==> src/rtl/core/sbck_pkg.sv <==
// shared types and constants of the color keyed sprite blitter
package sbck_pkg;

    localparam int SCREEN_WIDTH  = 320;
    localparam int SCREEN_HEIGHT = 200;

    localparam int SIZE_W   = 9;
    localparam int BASE_W   = 10;
    localparam int COORD_W  = BASE_W + 1;
    localparam int COLOR_W  = 8;
    localparam int ADDR_W   = 16;
    localparam int MUL_W    = COORD_W + $clog2(SCREEN_WIDTH + 1) + 1;
    localparam int CFG_IDX_W  = 1;
    localparam int CFG_DATA_W = SIZE_W;

    localparam logic [CFG_IDX_W-1:0] REG_SPRITE_WIDTH  = 1'd0;
    localparam logic [CFG_IDX_W-1:0] REG_SPRITE_HEIGHT = 1'd1;

    localparam int QUEUE_DEPTH = 2;
    localparam int QPTR_W      = (QUEUE_DEPTH > 1) ? $clog2(QUEUE_DEPTH) : 1;
    localparam int QCNT_W      = $clog2(QUEUE_DEPTH + 1);

    // classified pixel handed from front to back
    typedef struct packed {
        logic               wr;
        logic [COORD_W-1:0] row;
        logic [COORD_W-1:0] col;
        logic [COLOR_W-1:0] color;
        logic               done;
    } task_t;

    // handshake between queue and its neighbors
    typedef struct packed {
        logic  valid;
        task_t entry;
    } push_t;

endpackage

==> src/rtl/core/sbck_pixel_if.sv <==
// pixel input channel
interface sbck_pixel_if;
    import sbck_pkg::*;
    logic               valid;
    logic               ready;
    logic               start_of_sprite;
    logic [BASE_W-1:0]  origin_x;
    logic [BASE_W-1:0]  origin_y;
    logic [COLOR_W-1:0] pixel;

    modport source (output valid, start_of_sprite, origin_x, origin_y, pixel, input ready);
    modport sink (input valid, start_of_sprite, origin_x, origin_y, pixel, output ready);
endinterface

==> src/rtl/core/sbck_write_if.sv <==
// frame-buffer write output channel
interface sbck_write_if;
    import sbck_pkg::*;
    logic               valid;
    logic               ready;
    logic               write_enable;
    logic [ADDR_W-1:0]  address;
    logic [COLOR_W-1:0] color;
    logic               sprite_done;

    modport source (output valid, write_enable, address, color, sprite_done, input ready);
    modport sink (input valid, write_enable, address, color, sprite_done, output ready);
endinterface

==> src/rtl/core/sbck_cfg_if.sv <==
// configuration write channel
interface sbck_cfg_if;
    import sbck_pkg::*;
    logic                  valid;
    logic                  ready;
    logic [CFG_IDX_W-1:0]  index;
    logic [CFG_DATA_W-1:0] data;

    modport source (output valid, index, data, input ready);
    modport sink (input valid, index, data, output ready);
endinterface

==> src/rtl/core/sbck_front.sv <==
// front end: size registers, sprite counters and pixel classification
module sbck_front (
    input  logic              clk,
    input  logic              rst_n,
    sbck_pixel_if.sink        pixels,
    sbck_cfg_if.sink          cfg,
    input  logic              push_ready,
    output sbck_pkg::push_t   push
);
    import sbck_pkg::*;

    logic [SIZE_W-1:0] width_reg, height_reg;
    logic [SIZE_W-1:0] col_cnt_reg, col_cnt_next;
    logic [SIZE_W-1:0] row_cnt_reg, row_cnt_next;
    logic [BASE_W-1:0] base_col_reg, base_col_next;
    logic [BASE_W-1:0] base_row_reg, base_row_next;
    logic              active_reg, active_next;

    logic               accept;
    logic               cur_active;
    logic [SIZE_W-1:0]  cur_col_cnt, cur_row_cnt;
    logic [SIZE_W-1:0]  width_eff, height_eff;
    logic [COORD_W-1:0] scr_col, scr_row;
    logic               last_col, last_row;

    assign cfg.ready = 1'b1;

    always_ff @(posedge clk or negedge rst_n)
    begin
        if (!rst_n)
        begin
            width_reg  <= SIZE_W'(1);
            height_reg <= SIZE_W'(1);
        end
        else if (cfg.valid)
        begin
            case (cfg.index)
                REG_SPRITE_WIDTH:  width_reg  <= cfg.data;
                REG_SPRITE_HEIGHT: height_reg <= cfg.data;
                default: ;
            endcase
        end
    end

    assign accept = pixels.valid && push_ready;
    assign pixels.ready = push_ready;

    // a start pixel restarts the counters before it is classified
    assign cur_active  = pixels.start_of_sprite || active_reg;
    assign cur_col_cnt = pixels.start_of_sprite ? '0 : col_cnt_reg;
    assign cur_row_cnt = pixels.start_of_sprite ? '0 : row_cnt_reg;

    always_comb
    begin
        base_col_next = base_col_reg;
        base_row_next = base_row_reg;
        if (pixels.start_of_sprite)
        begin
            base_col_next = pixels.origin_x;
            base_row_next = pixels.origin_y;
        end
    end

    assign width_eff  = (width_reg == '0) ? SIZE_W'(1) : width_reg;
    assign height_eff = (height_reg == '0) ? SIZE_W'(1) : height_reg;

    assign scr_col = {1'b0, base_col_next} + COORD_W'(cur_col_cnt);
    assign scr_row = {1'b0, base_row_next} + COORD_W'(cur_row_cnt);

    assign last_col = ({1'b0, cur_col_cnt} + (SIZE_W+1)'(1)) >= {1'b0, width_eff};
    assign last_row = ({1'b0, cur_row_cnt} + (SIZE_W+1)'(1)) >= {1'b0, height_eff};

    always_comb
    begin
        active_next  = cur_active;
        col_cnt_next = cur_col_cnt;
        row_cnt_next = cur_row_cnt;
        if (cur_active)
        begin
            if (last_col && last_row)
            begin
                active_next  = 1'b0;
                col_cnt_next = '0;
                row_cnt_next = '0;
            end
            else if (last_col)
            begin
                col_cnt_next = '0;
                row_cnt_next = cur_row_cnt + SIZE_W'(1);
            end
            else
            begin
                col_cnt_next = cur_col_cnt + SIZE_W'(1);
            end
        end
    end

    always_ff @(posedge clk or negedge rst_n)
    begin
        if (!rst_n)
        begin
            active_reg   <= 1'b0;
            col_cnt_reg  <= '0;
            row_cnt_reg  <= '0;
            base_col_reg <= '0;
            base_row_reg <= '0;
        end
        else if (accept)
        begin
            active_reg   <= active_next;
            col_cnt_reg  <= col_cnt_next;
            row_cnt_reg  <= row_cnt_next;
            base_col_reg <= base_col_next;
            base_row_reg <= base_row_next;
        end
    end

    assign push.valid       = pixels.valid;
    assign push.entry.wr    = cur_active && (pixels.pixel != '0)
                              && (scr_col < COORD_W'(SCREEN_WIDTH))
                              && (scr_row < COORD_W'(SCREEN_HEIGHT));
    assign push.entry.row   = scr_row;
    assign push.entry.col   = scr_col;
    assign push.entry.color = pixels.pixel;
    assign push.entry.done  = cur_active && last_col && last_row;

endmodule

==> src/rtl/core/sbck_queue.sv <==
// short queue of classified pixels between front and back
module sbck_queue (
    input  logic              clk,
    input  logic              rst_n,
    input  sbck_pkg::push_t   push,
    output logic              push_ready,
    output sbck_pkg::push_t   pop,
    input  logic              pop_ready
);
    import sbck_pkg::*;

    task_t             slots [QUEUE_DEPTH];
    logic [QPTR_W-1:0] wr_ptr_reg, rd_ptr_reg;
    logic [QCNT_W-1:0] count_reg, count_next;
    logic              do_push, do_pop;

    function automatic logic [QPTR_W-1:0] ptr_inc(input logic [QPTR_W-1:0] p);
        if (p == QPTR_W'(QUEUE_DEPTH - 1))
            return '0;
        else
            return p + QPTR_W'(1);
    endfunction

    assign push_ready = (count_reg != QCNT_W'(QUEUE_DEPTH));
    assign do_push    = push.valid && push_ready;
    assign do_pop     = pop.valid && pop_ready;

    assign pop.valid = (count_reg != '0);
    assign pop.entry = slots[rd_ptr_reg];

    always_comb
    begin
        count_next = count_reg;
        if (do_push && !do_pop)
            count_next = count_reg + QCNT_W'(1);
        else if (do_pop && !do_push)
            count_next = count_reg - QCNT_W'(1);
    end

    always_ff @(posedge clk)
    begin
        if (do_push)
            slots[wr_ptr_reg] <= push.entry;
    end

    always_ff @(posedge clk or negedge rst_n)
    begin
        if (!rst_n)
        begin
            wr_ptr_reg <= '0;
            rd_ptr_reg <= '0;
            count_reg  <= '0;
        end
        else
        begin
            if (do_push)
                wr_ptr_reg <= ptr_inc(wr_ptr_reg);
            if (do_pop)
                rd_ptr_reg <= ptr_inc(rd_ptr_reg);
            count_reg <= count_next;
        end
    end

endmodule

==> src/rtl/core/sbck_back.sv <==
// back end: address multiply and registered write output
module sbck_back (
    input  logic              clk,
    input  logic              rst_n,
    input  sbck_pkg::push_t   pop,
    output logic              pop_ready,
    sbck_write_if.source      writes
);
    import sbck_pkg::*;

    logic               valid_reg;
    logic               we_reg;
    logic [ADDR_W-1:0]  addr_reg;
    logic [COLOR_W-1:0] color_reg;
    logic               done_reg;
    logic [MUL_W-1:0]   addr_full;
    logic               load;

    // row times screen width plus column, kept to the low address bits
    assign addr_full = MUL_W'(pop.entry.row) * MUL_W'(SCREEN_WIDTH) + MUL_W'(pop.entry.col);

    assign pop_ready = !valid_reg || writes.ready;
    assign load      = pop.valid && pop_ready;

    always_ff @(posedge clk or negedge rst_n)
    begin
        if (!rst_n)
            valid_reg <= 1'b0;
        else if (pop_ready)
            valid_reg <= pop.valid;
    end

    always_ff @(posedge clk)
    begin
        if (load)
        begin
            we_reg    <= pop.entry.wr;
            addr_reg  <= pop.entry.wr ? addr_full[ADDR_W-1:0] : '0;
            color_reg <= pop.entry.wr ? pop.entry.color : '0;
            done_reg  <= pop.entry.done;
        end
    end

    assign writes.valid        = valid_reg;
    assign writes.write_enable = we_reg;
    assign writes.address      = addr_reg;
    assign writes.color        = color_reg;
    assign writes.sprite_done  = done_reg;

endmodule

==> src/rtl/core/sprite_blit_color_key_clip.sv <==
// top level of the color keyed sprite blitter with right and bottom clipping
//
//   channel  dir  handshake        carries
//   pixels   in   valid / ready    start_of_sprite, origin_x, origin_y, pixel
//   writes   out  valid / ready    write_enable, address, color, sprite_done
//   cfg      in   valid / ready    index (0 width, 1 height), data
//
// one pixel per clock sustained while writes.ready stays high; every pixel yields exactly one write item
// an accepted pixel's write item passes through a queue slot, then the output register
// a stalled writes channel fills the two-entry queue, then pixels.ready drops
// reset clears counters and control, sizes return to 1; cfg.ready is always high
module sprite_blit_color_key_clip (
    input  logic          clk,
    input  logic          rst_n,
    sbck_pixel_if.sink    pixels,
    sbck_write_if.source  writes,
    sbck_cfg_if.sink      cfg
);
    import sbck_pkg::*;

    push_t push;
    push_t pop;
    logic  push_ready;
    logic  pop_ready;

    sbck_front u_front (
        .clk        (clk),
        .rst_n      (rst_n),
        .pixels     (pixels),
        .cfg        (cfg),
        .push_ready (push_ready),
        .push       (push)
    );

    sbck_queue u_queue (
        .clk        (clk),
        .rst_n      (rst_n),
        .push       (push),
        .push_ready (push_ready),
        .pop        (pop),
        .pop_ready  (pop_ready)
    );

    sbck_back u_back (
        .clk       (clk),
        .rst_n     (rst_n),
        .pop       (pop),
        .pop_ready (pop_ready),
        .writes    (writes)
    );

endmodule

==> src/flat_wrapper.sv <==
// flat-port wrapper written by rule: the top's interface ports become plain ports
module sprite_blit_color_key_clip_flat import sbck_pkg::*;
  (clk, rst_n, pixels_valid, pixels_start_of_sprite, pixels_origin_x, pixels_origin_y, pixels_pixel, pixels_ready, writes_valid, writes_write_enable, writes_address, writes_color, writes_sprite_done, writes_ready, cfg_valid, cfg_index, cfg_data, cfg_ready);
  sbck_pixel_if pixels_i ();
  sbck_write_if writes_i ();
  sbck_cfg_if cfg_i ();
  input  logic clk;
  input  logic rst_n;
  input wire logic [$bits(pixels_i.valid)-1:0] pixels_valid;
  input wire logic [$bits(pixels_i.start_of_sprite)-1:0] pixels_start_of_sprite;
  input wire logic [$bits(pixels_i.origin_x)-1:0] pixels_origin_x;
  input wire logic [$bits(pixels_i.origin_y)-1:0] pixels_origin_y;
  input wire logic [$bits(pixels_i.pixel)-1:0] pixels_pixel;
  output wire logic [$bits(pixels_i.ready)-1:0] pixels_ready;
  output wire logic [$bits(writes_i.valid)-1:0] writes_valid;
  output wire logic [$bits(writes_i.write_enable)-1:0] writes_write_enable;
  output wire logic [$bits(writes_i.address)-1:0] writes_address;
  output wire logic [$bits(writes_i.color)-1:0] writes_color;
  output wire logic [$bits(writes_i.sprite_done)-1:0] writes_sprite_done;
  input wire logic [$bits(writes_i.ready)-1:0] writes_ready;
  input wire logic [$bits(cfg_i.valid)-1:0] cfg_valid;
  input wire logic [$bits(cfg_i.index)-1:0] cfg_index;
  input wire logic [$bits(cfg_i.data)-1:0] cfg_data;
  output wire logic [$bits(cfg_i.ready)-1:0] cfg_ready;
  assign pixels_i.valid = pixels_valid;
  assign pixels_i.start_of_sprite = pixels_start_of_sprite;
  assign pixels_i.origin_x = pixels_origin_x;
  assign pixels_i.origin_y = pixels_origin_y;
  assign pixels_i.pixel = pixels_pixel;
  assign pixels_ready = pixels_i.ready;
  assign writes_valid = writes_i.valid;
  assign writes_write_enable = writes_i.write_enable;
  assign writes_address = writes_i.address;
  assign writes_color = writes_i.color;
  assign writes_sprite_done = writes_i.sprite_done;
  assign writes_i.ready = writes_ready;
  assign cfg_i.valid = cfg_valid;
  assign cfg_i.index = cfg_index;
  assign cfg_i.data = cfg_data;
  assign cfg_ready = cfg_i.ready;
  sprite_blit_color_key_clip u_core (.clk(clk), .rst_n(rst_n), .pixels(pixels_i), .writes(writes_i), .cfg(cfg_i));
endmodule
==> config.mk <==
export PLATFORM = sky130hd
export DESIGN_NAME = sprite_blit_color_key_clip_flat
export DESIGN_NICKNAME = d
export VERILOG_FILES = /design/src/rtl/core/sbck_pkg.sv /design/src/rtl/core/sbck_pixel_if.sv /design/src/rtl/core/sbck_write_if.sv /design/src/rtl/core/sbck_cfg_if.sv /design/src/rtl/core/sbck_front.sv /design/src/rtl/core/sbck_queue.sv /design/src/rtl/core/sbck_back.sv /design/src/rtl/core/sprite_blit_color_key_clip.sv /design/src/flat_wrapper.sv
export SDC_FILE = /design/constraint.sdc
export NUM_CORES = 1
export LEC_CHECK = 0
export BUFFER_PORTS_ARGS = -buffer_cell sky130_fd_sc_hd__buf_2
export CORE_MARGIN = 8
export CORE_UTILIZATION = 50
export CTS_CLUSTER_DIAMETER = 40
export DETAILED_ROUTE_END_ITERATION = 12
export GPL_ROUTABILITY_DRIVEN = 0
export GPL_TIMING_DRIVEN = 0
export PLACE_DENSITY = 0.72
export SYNTH_ARGS = -nofsm -noshare
export SYNTH_HDL_FRONTEND = slang
export SYNTH_SLANG_ARGS = --single-unit
==> constraint.sdc <==
create_clock -name clk -period 3.6 [get_ports clk]
set_clock_uncertainty 0.2 [all_clocks]
set_input_delay 0.18 -clock clk [delete_from_list [all_inputs] [get_ports clk]]
set_output_delay 0.18 -clock clk [all_outputs]
set_load 0.05 [all_outputs]
==> results of run 1 <==
[per-layer routing]
layer | global-route usage (%) | wire length [µm] | vias up
met5 | 0 | 0 | -
met3 | 4.61 | 884 | 41
li1 | - | - | 2796
met2 | 33.8 | 9710 | 171
met1 | 20.3 | 7490 | 2803
met4 | 8.91 | 552 | 0
[cells by family (layout without fill, tap and decap cells)]
group,count (synthesis),count (layout)
multiplexers,79,79
adder cells (fa/ha/maj),60,60
buffers and inverters,56,212
XOR/XNOR,47,47
flip-flops,150,150
AND/OR/NAND/NOR,175,175
AO/OA/AOI/OAI,124,124
other,1,1
[power by group]
| part | leakage (µW) | switching [µW] | internal [µW] |
|---|---|---|---|
| Combinational | 0.00254 | 2400 | 1560 |
| Clock | 0.000279 | 758 | 991 |
| Sequential | 0.00160 | 208 | 2560 |
| Total | 0.00442 | 3360 | 5110 |
[worst paths after layout]
kind / start / to / slack (ns) / cells past startpoint
worst max-delay path: u_core.u_queue.rd_ptr_reg / u_core.u_back.writes.address[15] / 0.11 / 12
worst min-delay path: cfg_index / u_core.u_front.width_reg[3] / 0.05 / 5
worst max register to register: u_core.u_queue.rd_ptr_reg / u_core.u_back.writes.address[15] / 0.11 / 12
worst min register to register: u_core.u_front.base_col_reg[9] / u_core.u_front.base_col_reg[9] / 0.28 / 2
max in group asynchronous: rst_n / u_core.u_queue.rd_ptr_reg / 2.46 / 2
min in group asynchronous: rst_n / u_core.u_front.width_reg[5] / 0.17 / 2
[layout by cell type (no fill, tap or decap), types with 5 or more instances in the layout]
cell type / n
mux2i_1: 21
dfrtp_1: 58
nor2_1: 62
nor2b_1: 22
edfxtp_1: 88
nand2_1: 33
nand2b_1: 8
nand3_1: 8
a21oi_1: 23
xnor2_1: 21
o21ai_0: 26
dlygate4sd3_1: 39
inv_6: 5
o211ai_1: 5
a21o_1: 14
clkbuf_16: 17
clkbuf_1: 9
ha_1: 53
and3_1: 8
mux2_2: 56
buf_2: 72
xor2_1: 24
inv_1: 34
o21ai_1: 20
buf_4: 18
[per-stage QoR]
step	hold slack, ns	setup TNS [ns]	instance area (µm²)
6_report	0.0480	0	10100
5_1_grt	0.0932	-0.102	10100
4_1_cts	0.0286	0	9940
3_5_place_dp	0.187	-20.68	8830
3_3_place_gp	0.184	-17.50	8820
2_1_floorplan	-0.316	-0.0224	8200
[what timing repair did]
item | CTS | global route
hold endpoints to repair | 115 | 0
gates resized for setup | 22 | 16
setup buffers | 7 | 9
setup endpoints to repair | 30 | 23
hold buffers | 39 | 0
pin swaps | 6 | 10
[critical path: cells and delay by family, from the launching register on]
family          cells  cell delay, ns
mux                 1            0.36
simple gates        4            0.42
fa+ha+maj           4            1.32
xor+xnor            1            0.16
compound gates      1            0.16
buf+inv             1            0.14
flops               1            0.46
[cell type report]
class	count	area, µm²	area share (%)
Sequential cell	150	4200	41.6
Clock buffer	19	443	4.39
Inverter	34	128	1.26
Timing Repair Buffer	126	881	8.73
Clock inverter	13	138	1.36
Tap cell	216	270	2.68
Multi-Input combinational cell	486	3880	38.4
Buffer	20	154	1.53
==> flow_metrics.py, run 1 <==
metrics = {
    "run_status": {
        "status": "finished, final reports clean",
    },
    "clock_tree": {
        "clk_latency_ns": 0.44,
        "cts_root_buf": "clkbuf_16",
        "cts_tree": "done",
        "cts_max_level": 4,
        "cts_sinks": 150,
        "cts-buffers-inserted": 17,
        "cts.path.max_buffers": 2,
        "clk_pin_slew_worst_paths_ns": 0.07,
    },
    "synth": {
        "synth_top_cells_by_area": "edfxtp_1 (32%), dfrtp_1 (18%), ha_1 (8.8%), mux2_2 (7.8%), nor2_1 (3.0%)",
        "synth_simple_gate_area_share_pct": 10.6,
        "synth_ff_type": "edfxtp_1",
        "synth_top_area_share_pct": 32.5,
        "synth_fa_ha_area_share_pct": 9.51,
        "seq_area_frac_synth_pct": 51.6,
        "synthXorXnorAreaFrac_pct": 5.06,
        "syn_area_mm2": 0.00813,
        "syn-num-nets": 796,
        "synth-seq-cells": 150,
        "synth_top_cells_by_count": "edfxtp_1 (88), nor2_1 (65), dfrtp_1 (60)",
        "avgSynthCellArea_um2": 11.8,
        "synth.distinct_cells": 60,
        "synth_most_common_cell": "edfxtp_1",
        "synth.largest_area_cell": "edfxtp_1",
        "synth_top_family_by_area": "simple AND/OR/NAND/NOR gates",
        "synthMuxAreaShare_pct": 10.6,
        "async_flop_share_pct": 41.3,
        "yosys_warnings": 0,
        "synth_compound_area_share_pct": 9.83,
        "synth_edf_count": 88,
        "syn_inst": 692,
    },
    "drt": {
        "drtAntennaViolNets": 0,
        "via_count": 5811,
        "routed_wl_um": 18600,
        "detail_route.wl_per_cell_um": 17.5,
        "vias_per_cell": 5.46,
        "drc": 0,
        "firstDrtPassIters": 5,
        "first_iter_violations": 398,
    },
    "pwr": {
        "pwr_density_cell_mw_per_mm2": 840,
        "total_power_uw": 8470,
        "total_leakage_power_uw": 0.00442,
        "irDropWorstVdd_mv": 0.443,
    },
    "sta": {
        "slew_violations": 0,
        "post-route-period-util_pct": 97.0,
        "worst_pin_slew_ns": 0.971,
        "finalWorstSetupSlack_ns": 0.106,
        "clock.fmax_ghz": 0.286,
        "rsz0062_at_grt": "true",
        "setup_viol": 0,
        "hold_violations": 0,
        "post-route-min-period_ns": 3.49,
        "slew_headroom_pct": 35.2,
    },
    "worst_setup_path": {
        "critPathRequiredTime_ns": 3.57,
        "cp-end-kind": "flip-flop",
        "crit_path_max_incr_delay_ns": 0.51,
        "slowest_stage": "fa_1",
        "critPathArrivalTime_ns": 3.46,
        "crit_fanout": 5,
        "path_cells": "buf_8 -> mux2_2 -> ha_1 -> ha_2 -> fa_1 -> ha_4 -> nand2_1 -> o21ai_2 -> and3_4 -> nand3_1 -> xnor2_1 -> nor2_1",
        "critPathLaunchType": "flip-flop",
        "crit_type": "flip-flop to flip-flop",
    },
    "final_layout": {
        "num_antenna_cells": 0,
        "largest_reg_flops": 62,
        "drive_above_1_share_pct": 26.2,
        "stdcell_count": 1064,
        "utilization_pct": 63.5,
        "fillCellCount": 1250,
        "num-nets-final": 939,
        "largest-register": "u_core.u_queue.slots",
        "syn2layout_area_growth_pct": 24.1,
    },
    "grt": {
        "grt_pass1_vias": 6192,
        "grt_use_total_pct": 18.8,
        "grt_start_max_net_pins": 63,
        "overflow": 0,
        "grt_pass1_wl_um": 29900,
        "antenna_found_initial": 0,
    },
    "floorplan": {
        "num_rows": 46,
        "dieArea_mm2": 0.0206,
        "ioPinCount": 73,
        "start_util_pct": 51.2,
        "coreArea_mm2": 0.0159,
        "die_h_um": 144,
        "fp.dieW_um": 144,
    },
    "hold_path": {
        "hp-class": "input pin to flip-flop",
    },
    "flow_run": {
        "maxCapViolCount": 0,
    },
    "place": {
        "dp.cells": 979,
        "hpwl_um": 13500,
        "port_buffers": 71,
        "preCtsSetupSlack_ns": -0.871,
    },
}
No activity file was read; power rests on OpenSTA's default activity.
==> run 2: changes to the inputs <==
--- a/config.mk
+++ b/config.mk
@@ -6,7 +6,7 @@
 export NUM_CORES = 1
 export LEC_CHECK = 0
 export BUFFER_PORTS_ARGS = -buffer_cell sky130_fd_sc_hd__buf_2
-export CORE_MARGIN = 8
+export CORE_MARGIN = 3
 export CORE_UTILIZATION = 50
 export CTS_CLUSTER_DIAMETER = 40
 export DETAILED_ROUTE_END_ITERATION = 12
==> flow_metrics.py, run 2 (synthesis gave the netlist of run 1 again) <==
metrics = {
    "run_status": {
        "status": "finished, final reports clean",
    },
    "sta": {
        "post-route-period-util_pct": 96.5,
        "rsz0062_at_grt": "true",
        "worst_pin_slew_ns": 0.938,
        "finalWorstSetupSlack_ns": 0.125,
        "hold_violations": 0,
        "slew_headroom_pct": 37.4,
        "slew_violations": 0,
        "clock.fmax_ghz": 0.288,
        "setup_tns_ns": 0,
        "post-route-min-period_ns": 3.47,
        "setup_viol": 0,
    },
    "worst_setup_path": {
        "crit_fanout": 10,
        "critPathArrivalTime_ns": 3.63,
        "slowest_stage": "ha_1",
        "path_cells": "buf_2 -> buf_6 -> buf_6 -> buf_6 -> buf_6 -> nor2_4 -> ha_4 -> and3_4 -> and3_4 -> nand3_1 -> xnor2_2 -> ha_1 -> and3_1 -> a221oi_2 -> o21ai_2 -> buf_4 -> o31ai_1 -> a22oi_1 -> o21ai_1",
        "crit_top_cell": "buf_6",
        "cp-end-kind": "flip-flop",
        "r2r-start": "u_core.u_front.row_cnt_reg[2]",
        "r2r_slack_ns": 0.18,
        "critPathRequiredTime_ns": 3.75,
        "r2r_cells": 12,
        "crit_type": "input pin to flip-flop",
        "reg2reg_to": "u_core.u_front.row_cnt_reg[4]",
        "critPathLaunchType": "input pin",
        "crit_path_max_incr_delay_ns": 0.34,
    },
    "drt": {
        "routed_wl_um": 17700,
        "firstDrtPassIters": 5,
        "via_count": 5699,
        "detail_route.wl_per_cell_um": 16.7,
        "drc": 0,
        "vias_per_cell": 5.39,
        "first_iter_violations": 388,
        "drtAntennaViolNets": 0,
    },
    "clock_tree": {
        "cts_max_level": 4,
        "cts_tree": "done",
        "cts-buffers-inserted": 17,
        "cts_root_buf": "clkbuf_16",
        "clk_pin_slew_worst_paths_ns": 0.07,
        "clk_latency_ns": 0.43,
        "cts_sinks": 150,
        "cts.path.max_buffers": 2,
    },
    "grt": {
        "met1_usage_pct": 24.3,
        "grt_pass1_vias": 6014,
        "use_met3_pct": 4.31,
        "overflow": 0,
        "antenna_found_initial": 0,
        "busiest_layer": "met2",
        "grt_start_max_net_pins": 32,
        "grt_use_met2_pct": 36.6,
        "grt_use_total_pct": 20.4,
        "grt_pass1_wl_um": 29200,
    },
    "final_layout": {
        "syn2layout_area_growth_pct": 24.7,
        "largest-register": "u_core.u_queue.slots",
        "layout_common_cells": "edfxtp_1 (88), buf_2 (72), nor2_1 (62)",
        "num-nets-final": 938,
        "largest_reg_flops": 62,
        "final_common_cell": "edfxtp_1",
        "drive_above_1_share_pct": 26.3,
        "num_antenna_cells": 0,
    },
    "pwr": {
        "pwr_density_cell_mw_per_mm2": 821,
        "total_leakage_power_uw": 0.00443,
        "irDropWorstVdd_mv": 0.548,
    },
    "floorplan": {
        "dieArea_mm2": 0.0178,
        "coreArea_mm2": 0.0155,
        "ioPinCount": 73,
        "start_util_pct": 52.3,
        "fp.dieW_um": 134,
        "num_rows": 45,
        "die_h_um": 134,
    },
    "flow_run": {
        "maxCapViolCount": 0,
    },
    "place": {
        "port_buffers": 71,
        "hpwl_um": 12600,
        "preCtsSetupSlack_ns": -0.958,
    },
    "hold_path": {
        "hp-class": "input pin to asynchronous set/reset pin",
    },
}
run 2: report_power, final:
part	switching (µW)	internal, µW	total [µW]
combinational	2240	1530	3770
clock	802	994	1800
sequential	203	2560	2760
total	3240	5080	8320
run 2: how the worst max path moves through the flow:
stage | from | depth (start not counted) | to
3_5_place_dp | pixels_start_of_sprite | 18 | u_core.u_front.row_cnt_reg[4]
5_1_grt | pixels_start_of_sprite | 19 | u_core.u_front.row_cnt_reg[2]
3_3_place_gp | pixels_start_of_sprite | 17 | u_core.u_queue.slots[0][0]
2_1_floorplan | pixels_start_of_sprite | 18 | u_core.u_front.row_cnt_reg[3]
4_1_cts | u_core.u_front.row_cnt_reg[4] | 13 | u_core.u_front.row_cnt_reg[3]
6_report | pixels_start_of_sprite | 19 | u_core.u_front.row_cnt_reg[4]
run 2: worst max-delay path, delay by kind of cell:
kind / cells / cell delay [ns]
buf+inv: 6 / 0.99
xor+xnor: 1 / 0.19
compound gates: 5 / 0.84
simple gates: 5 / 0.90
fa+ha+maj: 2 / 0.52
run 2: through the flow:
stage	cells	hold slack (ns)	util, %	cell area (µm²)	power, µW
after floorplan	692	-0.316	-	8200	5510
after CTS	1052	0.000527	64.3	9990	8160
after global placement	974	0.191	56.7	8820	6140
final	1058	0.00534	65.3	10100	8320
after global routing	1058	0.0256	65.3	10100	8900
after detailed placement	976	-0.0761	57.1	8870	6260
run 2: what timing repair did:
action / CTS / global route
setup endpoints to repair: 28 / 22
hold buffers: 39 / 0
gates cloned: 0 / 0
resized for setup: 19 / 27
pin swaps: 4 / 7
endpoints found under the hold margin: 93 / 0
buffers inserted: 6 / 7
run 2: layout make-up:
class | count | area, µm²
clock buffers | 17 | 425
multi-input cells | 486 | 3890
well taps | 211 | 264
flip-flops and latches | 150 | 4200
repair buffers | 125 | 891
fillers | 1127 | 5400
inverters | 34 | 128
clock inverters | 15 | 185
plain buffers | 20 | 158
run 2: metal layers:
metal  wire length, µm  vias to the layer above
li1                  -                     2801
met1              7570                     2700
met2              9060                      167
met3               774                       31
met4               295                        0
met5                 0                        -
==> run 3: changes to the inputs <==
--- a/config.mk
+++ b/config.mk
@@ -12,6 +12,7 @@
 export DETAILED_ROUTE_END_ITERATION = 12
 export GPL_ROUTABILITY_DRIVEN = 0
 export GPL_TIMING_DRIVEN = 0
+export MAX_ROUTING_LAYER = met4
 export PLACE_DENSITY = 0.72
 export SYNTH_ARGS = -nofsm -noshare
 export SYNTH_HDL_FRONTEND = slang
==> flow_metrics.py, run 3 (synthesis gave the netlist of run 1 again) <==
metrics = {
    "sta": {
        "slew_headroom_pct": 37.2,
        "worst_pin_slew_ns": 0.942,
        "setup_viol": 0,
        "rsz0062_at_grt": "true",
        "slew_violations": 0,
        "clock.fmax_ghz": 0.287,
        "post-route-period-util_pct": 96.8,
        "finalWorstSetupSlack_ns": 0.115,
        "post-route-min-period_ns": 3.49,
        "hold_violations": 0,
        "whs_ns": 0.00630,
    },
    "pwr": {
        "pwr_density_cell_mw_per_mm2": 822,
        "irDropWorstVdd_mv": 0.548,
        "total_power_uw": 8340,
        "total_leakage_power_uw": 0.00443,
    },
    "final_layout": {
        "fillCellCount": 1125,
        "num-nets-final": 938,
        "multi_input_area_mm2": 0.00389,
        "syn2layout_area_growth_pct": 24.7,
        "largest_reg_flops": 62,
        "utilization_pct": 65.3,
        "final_common_cell": "edfxtp_1",
        "num_antenna_cells": 0,
        "regArea_mm2": 0.00420,
        "largest-register": "u_core.u_queue.slots",
        "design_area_mm2": 0.0101,
        "layout_common_cells": "edfxtp_1 (88), buf_2 (72), nor2_1 (62)",
        "drive_above_1_share_pct": 26.3,
    },
    "clock_tree": {
        "clk_pin_slew_worst_paths_ns": 0.07,
        "cts_root_buf": "clkbuf_16",
        "cts_sinks": 150,
        "cts_tree": "done",
        "cts_max_level": 4,
        "cts.path.max_buffers": 2,
        "cts-buffers-inserted": 17,
        "clk_latency_ns": 0.43,
    },
    "floorplan": {
        "start_util_pct": 52.3,
        "dieArea_mm2": 0.0178,
        "coreArea_mm2": 0.0155,
        "ioPinCount": 73,
        "num_rows": 45,
        "fp.dieW_um": 134,
        "die_h_um": 134,
    },
    "grt": {
        "busiest_layer": "met2",
        "grt_start_max_net_pins": 32,
        "grt_use_total_pct": 21.1,
        "grt_pass1_vias": 6003,
        "met1_usage_pct": 24.4,
        "grt_pass1_wl_um": 29200,
        "use_met3_pct": 4.42,
        "antenna_found_initial": 0,
        "grt_use_met2_pct": 36.6,
        "overflow": 0,
    },
    "worst_setup_path": {
        "crit_fanout": 10,
        "critPathRequiredTime_ns": 3.75,
        "crit_type": "input pin to flip-flop",
        "critPathLaunchType": "input pin",
        "critPathArrivalTime_ns": 3.63,
        "cp-end-kind": "flip-flop",
        "r2r_slack_ns": 0.17,
    },
    "flow_run": {
        "maxCapViolCount": 0,
    },
    "drt": {
        "drtAntennaViolNets": 0,
        "vias_per_cell": 5.43,
        "via_count": 5746,
        "first_iter_violations": 357,
        "drc": 0,
        "firstDrtPassIters": 5,
        "routed_wl_um": 17900,
        "detail_route.wl_per_cell_um": 16.9,
    },
    "run_status": {
        "status": "finished, final reports clean",
    },
    "place": {
        "preCtsSetupSlack_ns": -0.958,
        "port_buffers": 71,
        "dpl_cell_area_mm2": 0.00887,
        "hpwl_um": 12600,
    },
    "hold_path": {
        "hp-class": "input pin to asynchronous set/reset pin",
    },
}
run 3: cell counts in the layout (fill, tap and decap cells not counted):
Identical to the previous run, type by type.
run 3: worst paths after layout:
| kind | startpoint | endpoint | depth (start not counted) |
|---|---|---|---|
| min reg2reg | u_core.u_front.col_cnt_reg[8] | u_core.u_front.col_cnt_reg[8] | 2 |
| max | pixels_start_of_sprite | u_core.u_front.row_cnt_reg[4] | 19 |
| min in group clk | cfg_index | u_core.u_front.width_reg[3] | 5 |
| max in group asynchronous | rst_n | u_core.u_front.col_cnt_reg[1] | 4 |
| min | rst_n | u_core.u_front.col_cnt_reg[5] | 2 |
| max reg2reg | u_core.u_front.row_cnt_reg[2] | u_core.u_front.row_cnt_reg[4] | 12 |
run 3: critical path, stage by stage:
cell      delay [ns]
buf_2           0.17
buf_6           0.17
buf_6           0.16
buf_6           0.16
buf_6           0.16
nor2_4          0.17
ha_4            0.18
and3_4          0.21
and3_4          0.22
nand3_1         0.12
xnor2_2         0.19
ha_1            0.33
and3_1          0.18
a221oi_2        0.27
o21ai_2         0.09
buf_4           0.18
o31ai_1         0.24
a22oi_1         0.11
o21ai_1         0.12
run 3: through the flow:
step	TNS, ns	std cells
global route	-0.0182	1058
global placement	-21.65	974
floorplan	-0.0224	692
detailed placement	-21.89	976
CTS	0	1052
finish	0	1058
run 3: cell type report:
class,count,share of cell area (%)
multi-input combinational,486,38.4
clock inverter,15,1.83
tap,211,2.60
timing repair buffer,125,8.78
sequential,150,41.4
inverter,34,1.26
clock buffer,17,4.19
buffer,20,1.55
run 3: what timing repair did:
item | CTS | global route
hold endpoints to repair | 93 | 0
endpoints found under the setup margin | 28 | 22
hold buffers | 39 | 0
cloned | 0 | 0
gates resized for setup | 19 | 27
pin swaps | 4 | 7
buffers inserted | 6 | 7
run 3: routing by layer:
layer  wire [µm]  vias to the layer above
met3         789                       35
met4         352                        0
met1        7580                     2730
met5           0                        -
met2        9150                      184
li1            -                     2797
run 3: power breakdown:
group	switching, µW	internal [µW]	total [µW]
sequential	206	2560	2760
clock	803	995	1800
combinational	2240	1530	3780
